<file path="src/rencd_pkg.sv">
// Shared types, codes and the Gray-code transition table for the rotary
// encoder detent event block. No dependencies.
`default_nettype none

package rencd_pkg;

    // Tick counter width and its saturation value
    localparam int unsigned TICK_BITS = 16;
    localparam logic [TICK_BITS-1:0] TICK_MAX = {TICK_BITS{1'b1}};

    // Configuration register widths, indexes and reset values
    localparam int unsigned DEBOUNCE_BITS = 10;
    localparam int unsigned DETENT_BITS   = 4;
    localparam int unsigned CFG_IDX_BITS  = 2;
    localparam int unsigned CFG_DATA_BITS = 10;

    localparam logic [CFG_IDX_BITS-1:0]  CFG_DEBOUNCE = 2'd0;
    localparam logic [CFG_IDX_BITS-1:0]  CFG_DETENT   = 2'd1;
    localparam logic [DEBOUNCE_BITS-1:0] DEBOUNCE_RST = 10'd50;
    localparam logic [DETENT_BITS-1:0]   DETENT_RST   = 4'd2;

    // Event codes on the result beat
    typedef enum logic [1:0] {
        EV_NONE  = 2'd0,
        EV_UP    = 2'd1,
        EV_DOWN  = 2'd2,
        EV_CLICK = 2'd3
    } t_event;

    // Direction of one phase transition
    typedef enum logic [1:0] {
        DIR_HOLD = 2'd0,
        DIR_INC  = 2'd1,
        DIR_DEC  = 2'd2
    } t_dir;

    // One input beat
    typedef struct packed {
        logic phase_a;
        logic phase_b;
        logic key_level;
        logic poll;
    } t_item;

    // One result beat
    typedef struct packed {
        t_event event_res;
        logic   key_pressed;
    } t_result;

    // Configuration seen by the step logic
    typedef struct packed {
        logic [DEBOUNCE_BITS-1:0] debounce_ticks;
        logic [DETENT_BITS-1:0]   detent_steps;
    } t_cfg;

    // Transition table indexed by {last phase, new phase}, A the high bit
    function automatic t_dir gray_dir(input logic [3:0] idx);
        t_dir d;
        case (idx)
            4'b0001, 4'b0111, 4'b1000, 4'b1110: d = DIR_INC;
            4'b0010, 4'b0100, 4'b1011, 4'b1101: d = DIR_DEC;
            default:                            d = DIR_HOLD;
        endcase
        return d;
    endfunction

endpackage

`default_nettype wire

</file>
<file path="src/rencd_step.sv">
// Per-tick state and update logic: phase tracking, saturating step count,
// key debounce and detent event selection. Depends on rencd_pkg.
`default_nettype none

module rencd_step
    import rencd_pkg::*;
#(
    parameter int unsigned STEP_COUNT_BITS = 16
) (
    input  wire logic    i_clk,
    input  wire logic    i_rst_n,
    input  wire logic    i_fire,
    input  wire t_cfg    i_cfg,
    input  wire t_item   i_item,
    output t_result      o_res
);

    localparam int unsigned W  = STEP_COUNT_BITS;
    localparam int unsigned WX = STEP_COUNT_BITS + 5;

    localparam logic [W-1:0] CNT_MAX = {1'b0, {(W-1){1'b1}}};
    localparam logic [W-1:0] CNT_MIN = {1'b1, {(W-1){1'b0}}};

    logic [1:0]           r_last_phase;
    logic [W-1:0]         r_cnt;
    logic                 r_key_raw;
    logic                 r_key_stable;
    logic [TICK_BITS-1:0] r_tsc;

    logic [1:0]           n_last_phase;
    logic [W-1:0]         n_cnt;
    logic                 n_key_raw;
    logic                 n_key_stable;
    logic [TICK_BITS-1:0] n_tsc;

    logic [1:0]             w_phase;
    t_dir                   w_dir;
    logic [W-1:0]           w_cnt_a;
    logic [DETENT_BITS-1:0] w_det;
    logic signed [WX-1:0]   w_cnt_x;
    logic signed [WX-1:0]   w_det_x;
    logic                   w_up;
    logic                   w_down;
    logic [TICK_BITS-1:0]   w_tsc_eff;
    logic                   w_stable_ok;
    logic                   w_click;

    // Phase transition and saturating step count
    always_comb begin
        w_phase = {i_item.phase_a, i_item.phase_b};
        w_dir   = gray_dir({r_last_phase, w_phase});
        w_cnt_a = r_cnt;
        if (w_dir == DIR_INC && r_cnt != CNT_MAX) begin
            w_cnt_a = r_cnt + W'(1);
        end else if (w_dir == DIR_DEC && r_cnt != CNT_MIN) begin
            w_cnt_a = r_cnt - W'(1);
        end
    end

    // Detent threshold compare, zero detent counts as one
    always_comb begin
        w_det   = (i_cfg.detent_steps == '0) ? DETENT_BITS'(1) : i_cfg.detent_steps;
        w_cnt_x = signed'({{(WX-W){w_cnt_a[W-1]}}, w_cnt_a});
        w_det_x = signed'({{(WX-DETENT_BITS){1'b0}}, w_det});
        w_up    = (w_cnt_x >= w_det_x);
        w_down  = (w_cnt_x <= -w_det_x);
    end

    // Key debounce on poll ticks
    always_comb begin
        w_tsc_eff   = (i_item.poll && i_item.key_level != r_key_raw) ? '0 : r_tsc;
        w_stable_ok = i_item.poll &&
                      (w_tsc_eff >= {{(TICK_BITS-DEBOUNCE_BITS){1'b0}}, i_cfg.debounce_ticks});
        w_click     = w_stable_ok && i_item.key_level && !r_key_stable;
    end

    // Next state and result selection
    always_comb begin
        n_last_phase = w_phase;
        n_key_raw    = i_item.poll ? i_item.key_level : r_key_raw;
        n_key_stable = w_stable_ok ? i_item.key_level : r_key_stable;
        n_tsc        = (w_tsc_eff == TICK_MAX) ? w_tsc_eff : w_tsc_eff + TICK_BITS'(1);
        n_cnt        = w_cnt_a;
        o_res.event_res   = EV_NONE;
        o_res.key_pressed = !i_item.key_level;
        if (i_item.poll) begin
            if (w_click) begin
                o_res.event_res = EV_CLICK;
            end else if (w_up) begin
                o_res.event_res = EV_UP;
                n_cnt = W'(w_cnt_x - w_det_x);
            end else if (w_down) begin
                o_res.event_res = EV_DOWN;
                n_cnt = W'(w_cnt_x + w_det_x);
            end
        end
    end

    // Commit state when the beat moves to the result register
    always_ff @(posedge i_clk) begin
        if (!i_rst_n) begin
            r_last_phase <= '0;
            r_cnt        <= '0;
            r_key_raw    <= 1'b1;
            r_key_stable <= 1'b1;
            r_tsc        <= '0;
        end else if (i_fire) begin
            r_last_phase <= n_last_phase;
            r_cnt        <= n_cnt;
            r_key_raw    <= n_key_raw;
            r_key_stable <= n_key_stable;
            r_tsc        <= n_tsc;
        end
    end

endmodule

`default_nettype wire

</file>
<file path="src/rotary_encoder_detent_events.sv">
// An accepted input beat passes the input register and the step logic into the result
// register. Throughput: one beat per cycle unless the master stalls; input and result
// registers each hold one beat, so input is taken while a finished result waits.
// Reset (i_rst_n low, synchronous): clears both registers' valid flags, the encoder
// and key state, and sets debounce_ticks to 50 and detent_steps to 2.
// Top level: input register, step logic (rencd_step), result register, config port.
`default_nettype none

module rotary_encoder_detent_events
    import rencd_pkg::*;
#(
    parameter int unsigned STEP_COUNT_BITS = 16
) (
    input  wire logic                     i_clk,
    input  wire logic                     i_rst_n,
    // Config write port
    input  wire logic                     i_cfg_we,
    input  wire logic [CFG_IDX_BITS-1:0]  i_cfg_idx,
    input  wire logic [CFG_DATA_BITS-1:0] i_cfg_data,
    // Slave side
    input  wire logic                     i_s_tvalid,
    output logic                          o_s_tready,
    input  wire logic [7:0]               i_s_tdata,  // [0] phase_a, [1] phase_b,
                                                       // [2] key_level, [3] poll
    // Master side
    output logic                          o_m_tvalid,
    input  wire logic                     i_m_tready,
    output logic [7:0]                    o_m_tdata   // [1:0] event_res, [2] key_pressed
);

    t_cfg    r_cfg;
    logic    r_in_valid;
    t_item   r_in_item;
    logic    r_out_valid;
    t_result r_out_res;

    logic    w_advance;
    t_result w_res;

    // Config registers, out-of-range indexes ignored
    always_ff @(posedge i_clk) begin
        if (!i_rst_n) begin
            r_cfg.debounce_ticks <= DEBOUNCE_RST;
            r_cfg.detent_steps   <= DETENT_RST;
        end else if (i_cfg_we) begin
            if (i_cfg_idx == CFG_DEBOUNCE) begin
                r_cfg.debounce_ticks <= i_cfg_data[DEBOUNCE_BITS-1:0];
            end else if (i_cfg_idx == CFG_DETENT) begin
                r_cfg.detent_steps <= i_cfg_data[DETENT_BITS-1:0];
            end
        end
    end

    // Move a beat forward when the result register is free or being drained
    assign w_advance  = r_in_valid && (!r_out_valid || i_m_tready);
    assign o_s_tready = !r_in_valid || w_advance;

    // Input register
    always_ff @(posedge i_clk) begin
        if (!i_rst_n) begin
            r_in_valid <= 1'b0;
        end else if (o_s_tready) begin
            r_in_valid <= i_s_tvalid;
        end
    end

    always_ff @(posedge i_clk) begin
        if (i_s_tvalid && o_s_tready) begin
            r_in_item.phase_a   <= i_s_tdata[0];
            r_in_item.phase_b   <= i_s_tdata[1];
            r_in_item.key_level <= i_s_tdata[2];
            r_in_item.poll      <= i_s_tdata[3];
        end
    end

    rencd_step #(
        .STEP_COUNT_BITS(STEP_COUNT_BITS)
    ) u_step (
        .i_clk  (i_clk),
        .i_rst_n(i_rst_n),
        .i_fire (w_advance),
        .i_cfg  (r_cfg),
        .i_item (r_in_item),
        .o_res  (w_res)
    );

    // Result register
    always_ff @(posedge i_clk) begin
        if (!i_rst_n) begin
            r_out_valid <= 1'b0;
        end else if (w_advance) begin
            r_out_valid <= 1'b1;
        end else if (i_m_tready) begin
            r_out_valid <= 1'b0;
        end
    end

    always_ff @(posedge i_clk) begin
        if (w_advance) begin
            r_out_res <= w_res;
        end
    end

    assign o_m_tvalid = r_out_valid;
    assign o_m_tdata  = {5'b0, r_out_res.key_pressed, r_out_res.event_res};

`ifndef ASSERT_OFF
    // A click needs the key released on that tick
    a_click_released: assert property (@(posedge i_clk) disable iff (!i_rst_n)
        (r_out_valid && r_out_res.event_res == EV_CLICK) |-> !r_out_res.key_pressed)
        else $error("click reported with key pressed");

    // Backpressure only while a beat waits in the input register
    a_stall_has_beat: assert property (@(posedge i_clk) disable iff (!i_rst_n)
        !o_s_tready |-> r_in_valid)
        else $error("input stalled with empty input register");

    // A beat that cannot advance stays in the input register
    a_in_hold: assert property (@(posedge i_clk) disable iff (!i_rst_n)
        (r_in_valid && !w_advance) |=> (r_in_valid && $stable(r_in_item)))
        else $error("input beat lost while stalled");
`endif

endmodule

`default_nettype wire

</file>
<file path="config.mk">
export PLATFORM = sky130hd
export DESIGN_NAME = rotary_encoder_detent_events
export DESIGN_NICKNAME = d
export VERILOG_FILES = /design/src/rencd_pkg.sv /design/src/rencd_step.sv /design/src/rotary_encoder_detent_events.sv
export SDC_FILE = /design/constraint.sdc
export NUM_CORES = 1
export LEC_CHECK = 0
export BUFFER_PORTS_ARGS = -buffer_cell sky130_fd_sc_hd__buf_2
export CAP_MARGIN = 0
export CORE_MARGIN = 5
export CORE_UTILIZATION = 40
export CTS_CLUSTER_DIAMETER = 100
export DETAILED_ROUTE_END_ITERATION = 16
export SYNTH_ARGS = -nofsm -noshare
export SYNTH_HDL_FRONTEND = slang
export SYNTH_SLANG_ARGS = --single-unit
</file>
<file path="constraint.sdc">
create_clock -name i_clk -period 7.8 [get_ports i_clk]
set_clock_uncertainty 0.05 [all_clocks]
set_input_delay 0.39 -clock i_clk [delete_from_list [all_inputs] [get_ports i_clk]]
set_output_delay 0.39 -clock i_clk [all_outputs]
set_load 0.1 [all_outputs]
</file>
==> flow_summary.toml, run 1 <==
[placement]
port_buffers = 25
place_inst = 885
place.gp.congestion = 0.912
dp_slack_ns = 2.60
dp_hpwl_um = 12200

[cells_and_area]
syn_to_final_growth_pct = 9.00
diodes = 0
drive_gt1_share_pct = 12.9
finalNetCount = 784
final_cells = 901
multi_input_area_mm2 = 0.00403
fill_cells = 1378
regArea_mm2 = 0.00125

[yosys]
synth_top_area_cell = "dfxtp_1"
synth_common_cells = "85 x nand2_1, 57 x nor2_1, 52 x dfxtp_1"
synth-seq-cells = 59
yosys_most_used_dff = "dfxtp_1"
synth.top_cell.area_share_pct = 18.5
synth_area_mm2 = 0.00563
syn_inst = 709
yosysMostFrequentCell = "nand2_1"
yosysWarnings = 0
syn-mean-instance-area_um2 = 7.94
synthArstFlopShare_pct = 0
synth_cell_types = 100
yosysSeqAreaShare_pct = 22.2
synth_area_leaders = "dfxtp_1 18%, ha_1 9.1%, nand2_1 5.7%, a21oi_1 3.9%, nor2_1 3.8%"
synth_edf_count = 7

[sta]
max_freq_mhz = 185
period_share_pct = 69.4
holdWs_ns = 0.179
setup_viol = 0
relSlewSlack_pct = 35.1
tightest_slew_ns = 0.967
hold_viol = 0
setup_tns_ns = 0
post-route-min-period_ns = 5.41
grt_setup_unrepaired = "no"
timing.final.ws_setup_ns = 2.39
drv_slew = 0

[detailed_routing]
route.vias.total = 5380
drt-wirelength-per-cell_um = 17.8
drt_iter0_drc = 439
remaining_drc_errors = 0
ant_nets = 0
viasPerCell = 5.97
wl_um = 16100
drt_pass1_iterations = 5

[clock_network]
ctsResizeCount = 0
post_cts_buffers = 0
clk-insertion-delay-late_ns = 0.34
ctsLongestPathBuffers = 2
cts_tree = "done"
ctsRootBufferMaster = "clkbuf_16"
cts_made_buffers = 9
htree_levels = 3
clk_pin_slew_worst_paths_ns = 0.06
cts_hold_repair.buffers = 0
cts.sinks = 59

[power_and_ir_drop]
peakVddDrop_v = 0.000120
power_leakage_nw = 2.47
powerDensity_mw_per_mm2 = 292

[global_routing]
grt_max_degree = 35
grt_pass1_vias = 5257
grt_pass1_wl_um = 26600
antenna_found_initial = 0
overflow = 0
grt_usage_pct = 19.9

[floorplanning]
fp.dieW_um = 129
die-area_mm2 = 0.0166
rows = 43
core_mm2 = 0.0138
die_h_um = 129
io_pins = 35
initial_core_util_pct = 40.7

[flow_run]
cap_violations = 0

[run_status]
status = "finished clean"

[setup_path]
criticalPathCategory = "reg2reg"
worstPathArrival_ns = 5.56
end_kind = "flop"
cp_data_required_time_ns = 7.94
start_kind = "flop"
path_max_fanout = 15

[worst_hold_path]
hp-class = "in2reg"
final timing paths:
kind	start	end	depth (start not counted)	slack, ns
setup / recovery	u_step.r_cnt[0]	u_step.r_cnt[7]	19	2.39
hold / removal	i_s_tdata[3]	r_in_item[0]	1	0.18
setup reg to reg	u_step.r_cnt[0]	u_step.r_cnt[7]	19	2.39
hold reg to reg	r_cfg[6]	r_cfg[6]	2	0.41
final cells by class:
class | count | area share [%]
flip-flops and latches | 59 | 20.4
clock inverters | 7 | 1.61
inverters | 42 | 2.57
multi-input cells | 576 | 65.7
repair buffers | 28 | 2.41
well taps | 180 | 3.67
clock buffers | 9 | 3.67
flip-flops by register name, summed over array words and instances (netlist names):
name                 count
r_in_valid               1
r_cfg                   14
u_step.r_last_phase      2
u_step.r_key_stable      1
u_step.r_tsc            16
u_step.r_cnt            16
r_in_item                4
o_m_tdata                3
o_m_tvalid               1
u_step.r_key_raw         1
critical path, stage by stage, from the launching register on:
cell      delay (ns)
dfxtp_1         0.38
inv_1           0.16
ha_1            0.19
nor3b_1         0.46
nand3_1         0.20
o211ai_1        0.51
o21ai_0         0.17
o21bai_1        0.61
ha_1            0.27
nor2b_1         0.14
o21a_1          0.12
o211ai_1        0.08
a21oi_1         0.13
o21ai_0         0.11
o211ai_1        0.30
nand2_1         0.27
o21ai_2         0.63
nor2_1          0.11
a41oi_1         0.24
o211ai_1        0.11
cells in the final DEF, fill, tap and decap left out, types with 8 or more instances in the layout:
cell / count
ha_1: 41
a21oi_1: 44
a31oi_1: 8
nand3_1: 31
a211oi_1: 9
dfxtp_1: 52
nor3_1: 25
nand4_1: 18
and2_1: 18
o211ai_1: 12
clkbuf_16: 9
buf_2: 25
conb_1: 9
o21ai_0: 18
and4_1: 10
nand2b_1: 8
nor2_1: 57
mux2i_1: 8
inv_1: 41
nand2_1: 85
and3_1: 9
xnor2_1: 18
stage by stage:
step	instance area [um^2]	total power, mW	utilization [%]
after global routing	6140	1.91	44.4
after floorplan	5660	1.15	-
after global placement	5810	1.31	42.1
final	6140	1.79	44.4
after detailed placement	5810	1.33	42.1
after CTS	6140	1.78	44.4
cells by family (layout without fill, tap and decap cells):
| kind of cell | count (synthesis) | count (layout) | synth area share [%] |
|---|---|---|---|
| AOI/OAI and AO/OA | 165 | 165 | 21.9 |
| xor gates and xnor gates | 30 | 30 | 5.64 |
| adders and majority gates | 43 | 43 | 9.82 |
| buffers and inverters | 82 | 86 | 6.71 |
| DFF | 59 | 59 | 22.2 |
| muxes | 10 | 10 | 1.82 |
| other | 1 | 9 | 0.0666 |
| and+or+nand+nor | 319 | 319 | 31.9 |
routing by layer:
metal  vias up  part of all wire, %  global-route usage [%]
li1       2616                    -                       -
met1      2552                   43                    25.0
met2       185                   50                    34.8
met3        27                  5.2                    3.49
met4         0                  1.7                    5.99
met5         -                    0                       0
report_power, final:
group / switching, mW / internal [mW] / total (mW)
logic: 0.601 / 0.334 / 0.935
registers: 0.0752 / 0.335 / 0.411
clock network: 0.164 / 0.283 / 0.447
Note: power is estimated with default switching activity, not from simulation.
==> inputs of run 2 (changes only) <==
==> constraint.sdc (replaced) <==
create_clock -name i_clk -period 4.6 [get_ports i_clk]
set_clock_uncertainty 0.05 [all_clocks]
set_input_delay 0.23 -clock i_clk [delete_from_list [all_inputs] [get_ports i_clk]]
set_output_delay 0.23 -clock i_clk [all_outputs]
set_load 0.1 [all_outputs]
==> flow_summary.toml, run 2 (synthesized netlist as in run 1, its figures left out) <==
[run_status]
status = "finished clean"

[detailed_routing]
route.vias.total = 5829
wl_um = 17900
maxUsedRoutingLayer = "met4"
remaining_drc_errors = 0
drt-wirelength-per-cell_um = 17.8
drt_iter0_drc = 402
wl_met2_um = 8850
wl_met3_um = 677
viasPerCell = 5.81
met1Wirelength_um = 7890
ant_nets = 0
drt_pass1_iterations = 5

[clock_network]
htree_levels = 3
clk-insertion-delay-late_ns = 0.34
cts_hold_repair.buffers = 0
cts_made_buffers = 9
cts_tree = "done"
cts.sinks = 59
clk_pin_slew_worst_paths_ns = 0.06
ctsLongestPathBuffers = 2
ctsRootBufferMaster = "clkbuf_16"

[setup_path]
cp_cell_sequence = "xnor2_1 -> nand2_1 -> nor2_2 -> nand2_1 -> o21ai_1 -> xor2_1 -> ha_1 -> inv_1 -> nor4_1 -> or3_4 -> nor4_4 -> buf_4 -> a211oi_1 -> a41o_2 -> and3_4 -> buf_4 -> o41ai_2"
worstPathArrival_ns = 4.63
criticalPathCategory = "reg2reg"
crit_family = "simple AND/OR/NAND/NOR gates"
cpPeakStageDelay_ns = 0.45
start_kind = "flop"
path_max_fanout = 5
slowest_stage = "edfxtp_1"
end_kind = "flop"
cp_data_required_time_ns = 4.79
crit_buf_inv = 3

[floorplanning]
core_mm2 = 0.0138
io_pins = 35
die-area_mm2 = 0.0166
die_h_um = 129
rows = 43
fp.dieW_um = 129
initial_core_util_pct = 40.7

[placement]
place_inst = 973
place.gp.congestion = 0.917
port_buffers = 25
dp_hpwl_um = 13700
placed_area_mm2 = 0.00647

[sta]
period_share_pct = 96.4
tightest_slew_ns = 0.699
max_freq_mhz = 226
grt_setup_unrepaired = "yes"
drv_slew = 0
setup_tns_ns = 0
holdWs_ns = 0.0206
setup_viol = 0
post-route-min-period_ns = 4.43
relSlewSlack_pct = 53.4
hold_viol = 0

[cells_and_area]
largestRegisters = "u_step.r_cnt x16, u_step.r_tsc x16, r_cfg x14"
drive_gt1_share_pct = 28.6
multi_input_area_mm2 = 0.00430
final_cell_area_mm2 = 0.00716
syn_to_final_growth_pct = 27.1
diodes = 0
fill_cells = 1319
layout_commonest_cell = "buf_4"
final_cells = 1004
mostFrequentLayoutCells = "106 x buf_4, 84 x nand2_1, 56 x nor2_1"
regArea_mm2 = 0.00125
finalNetCount = 887

[global_routing]
grt_pass1_vias = 5657
antenna_found_initial = 0
grt_pass1_wl_um = 28400
overflow = 0
grt_max_degree = 35
grt_usage_pct = 21.4

[power_and_ir_drop]
power_leakage_nw = 3.01
peakVddDrop_v = 0.000238
finalPower_mw = 3.59
powerDensity_mw_per_mm2 = 502

[worst_hold_path]
hp-class = "in2reg"

[flow_run]
cap_violations = 0
-- run 2: changes by cell type in the layout (fill, tap and decap cells not counted), moves of 3 or more --
cell	delta
a211oi_1	-3
inv_6	-3
nor3_1	-3
buf_4	+103
ha_1	-3
dfxtp_1	-3
a21oi_2	+4
a21oi_1	-6
dfxtp_2	+3
nor4_1	-3
nor3_2	+3
clkinv_2	+3
-- run 2: power breakdown --
part	internal [mW]	total [mW]	switching [mW]	leakage, nW
Combinational	0.985	2.25	1.26	2.37
Sequential	0.570	0.668	0.0978	0.492
Clock	0.431	0.676	0.245	0.145
-- run 2: per-layer routing --
layer / GRT usage [%] / vias up
met5: 0 / -
met1: 27.2 / 2842
met2: 36.7 / 145
met4: 8.09 / 0
li1: - / 2808
met3: 3.11 / 34
-- run 2: path summary, 6_finish.rpt --
kind	start	endpoint	slack, ns	depth (start not counted)
worst max-delay path	r_in_item[3]	u_step.r_cnt[11]	0.17	17
worst min-delay path	i_s_tdata[2]	r_in_item[1]	0.02	1
worst max register to register	r_in_item[3]	u_step.r_cnt[11]	0.17	17
worst min register to register	r_cfg[11]	r_cfg[11]	0.41	2
-- run 2: layout make-up --
type / count / share of cell area (%)
well taps: 180 / 3.15
multi-input cells: 576 / 60.1
clock inverters: 5 / 0.734
flip-flops and latches: 59 / 17.5
inverters: 42 / 2.20
clock buffers: 11 / 3.39
repair buffers: 131 / 12.9
-- run 2: metrics by stage --
stage	worst slack, ns	utilization, %
finish	0.167	51.8
global route	-0.0329	51.8
floorplan	0.413	-
detailed placement	-0.111	46.8
CTS	0.0207	49.2
global placement	0.0258	46.8
-- run 2: timing repair --
action | 4_1_cts | 5_1_grt
pin swaps | 1 | 16
resized for setup | 6 | 50
endpoints found under the setup margin | 3 | 17
setup buffers | 1 | 14
==> inputs of run 3 (changes only) <==
==> constraint.sdc (replaced) <==
create_clock -name i_clk -period 4.6 [get_ports i_clk]
set_clock_uncertainty 0.05 [all_clocks]
set_input_delay 0.46 -clock i_clk [delete_from_list [all_inputs] [get_ports i_clk]]
set_output_delay 0.46 -clock i_clk [all_outputs]
set_load 0.1 [all_outputs]
==> flow_summary.toml, run 3 (synthesized netlist as in run 1, its figures left out) <==
[run_status]
status = "finished clean"

[setup_path]
cp_data_required_time_ns = 4.77
crit_family = "simple AND/OR/NAND/NOR gates"
slowest_stage = "or4_4"
criticalPathCategory = "reg2reg"
rr_startpoint = "u_step.r_cnt[1]"
crit_buf_inv = 3
startpoint = "u_step.r_cnt[1]"
path_max_fanout = 7
end_kind = "flop"
cpPeakStageDelay_ns = 0.51
cp_cell_sequence = "inv_2 -> ha_2 -> nor3b_2 -> buf_4 -> and3_4 -> or4_4 -> a21oi_4 -> nor2_2 -> ha_1 -> and4_1 -> nand4_1 -> nor4_2 -> buf_4 -> nand3_1 -> a21oi_1 -> a211oi_2 -> a21oi_1 -> nand3_1 -> a2111oi_2 -> a31oi_1 -> mux2i_1"
worstPathArrival_ns = 4.63
start_kind = "flop"

[global_routing]
overflow = 0
antenna_found_initial = 0
grt_pass1_wl_um = 28200
grt_usage_pct = 21.3
grt_max_degree = 35
grt_pass1_vias = 5672

[clock_network]
htree_levels = 3
cts_hold_repair.buffers = 0
ctsLongestPathBuffers = 2
cts_tree = "done"
ctsRootBufferMaster = "clkbuf_16"
cts.sinks = 59
clk-insertion-delay-late_ns = 0.34
cts_made_buffers = 9
clk_pin_slew_worst_paths_ns = 0.06

[floorplanning]
initial_core_util_pct = 40.7
die-area_mm2 = 0.0166
io_pins = 35
core_mm2 = 0.0138
rows = 43
die_h_um = 129
fp.dieW_um = 129

[sta]
max_freq_mhz = 224
hold_viol = 0
timing.final.ws_setup_ns = 0.134
drv_slew = 0
post-route-min-period_ns = 4.47
tightest_slew_ns = 0.761
period_share_pct = 97.1
relSlewSlack_pct = 49.3
grt_setup_unrepaired = "yes"
setup_viol = 0

[placement]
dp_slack_ns = -0.0288
place.gp.congestion = 0.904
port_buffers = 25
dp_hpwl_um = 13500
placed_area_mm2 = 0.00648

[detailed_routing]
route.vias.total = 5727
ant_nets = 0
wl_um = 17800
viasPerCell = 5.74
drt_iter0_drc = 493
drt_pass1_iterations = 5
drt-wirelength-per-cell_um = 17.8
remaining_drc_errors = 0

[cells_and_area]
regArea_mm2 = 0.00126
multi_input_area_mm2 = 0.00423
utilization_pct = 51.3
final_cell_area_mm2 = 0.00709
layout_commonest_cell = "buf_4"
mostFrequentLayoutCells = "98 x buf_4, 83 x nand2_1, 55 x nor2_1"
fill_cells = 1294
finalNetCount = 882
syn_to_final_growth_pct = 25.9
diodes = 0
largestRegisters = "u_step.r_cnt x16, u_step.r_tsc x16, r_cfg x14"
drive_gt1_share_pct = 27.9

[worst_hold_path]
hp-class = "in2reg"
min-delay-start = "i_s_tdata[1]"

[flow_run]
cap_violations = 0

[power_and_ir_drop]
power_leakage_nw = 3.00
peakVddDrop_v = 0.000206
powerDensity_mw_per_mm2 = 508
## run 3: cell count changes in the layout (fill, tap and decap cells not counted), sizes merged
cell | previous run | this run
buf | 131 | 125
clkbuf | 11 | 14
clkinv | 4 | 2
clkinvlp | 1 | 0
## run 3: worst register-to-register path: stages, from the launching register on
cell and delay, ns:
dfxtp_2 0.37, inv_2 0.07, ha_2 0.18, nor3b_2 0.15, buf_4 0.16, and3_4 0.18
or4_4 0.51, a21oi_4 0.17, nor2_2 0.07, ha_1 0.29, and4_1 0.20, nand4_1 0.14
nor4_2 0.30, buf_4 0.15, nand3_1 0.07, a21oi_1 0.17, a211oi_2 0.09, a21oi_1 0.20
nand3_1 0.16, a2111oi_2 0.43, a31oi_1 0.10, mux2i_1 0.15
## run 3: area by class of cell
| class | count | area share [%] |
|---|---|---|
| tap | 180 | 3.18 |
| clock inverter | 2 | 0.494 |
| sequential | 59 | 17.8 |
| clock buffer | 13 | 3.83 |
| inverter | 42 | 2.22 |
| timing repair buffer | 126 | 12.9 |
| multi-input combinational | 576 | 59.6 |
## run 3: worst paths after layout
check / to / slack [ns] / depth (start not counted)
min: r_in_item[2] / 0.25 / 1
max: u_step.r_cnt[10] / 0.13 / 21
max reg2reg: u_step.r_cnt[10] / 0.13 / 21
min reg2reg: r_cfg[6] / 0.40 / 2
## run 3: metrics by stage
step	hold slack, ns	std cells	setup TNS, ns	total power, mW
after global placement	0.395	972	-0.00559	2.65
after global routing	0.240	998	-0.121	3.81
final	0.250	998	0	3.60
after floorplan	0.386	717	0	1.95
after detailed placement	0.399	972	-0.0525	2.68
after CTS	0.235	987	0	3.41
## run 3: where the power goes
group,switching [mW],total (mW),internal [mW],leakage (nW)
clock,0.242,0.705,0.463,0.151
sequential,0.0931,0.664,0.571,0.493
combinational,1.24,2.23,0.992,2.36
total,1.57,3.60,2.03,3.00
## run 3: per-layer routing
metal	routed length (um)	global-route usage, %
met1	7840	26.8
met2	8800	36.6
met3	750	3.49
met4	393	7.72
met5	0	0
## run 3: timing repair
item                                    in CTS  in global routing
gates resized for setup                      6                 44
pin swaps                                    2                 17
gates cloned                                 0                  1
endpoints found under the setup margin       4                 17
setup buffers                                0                 10
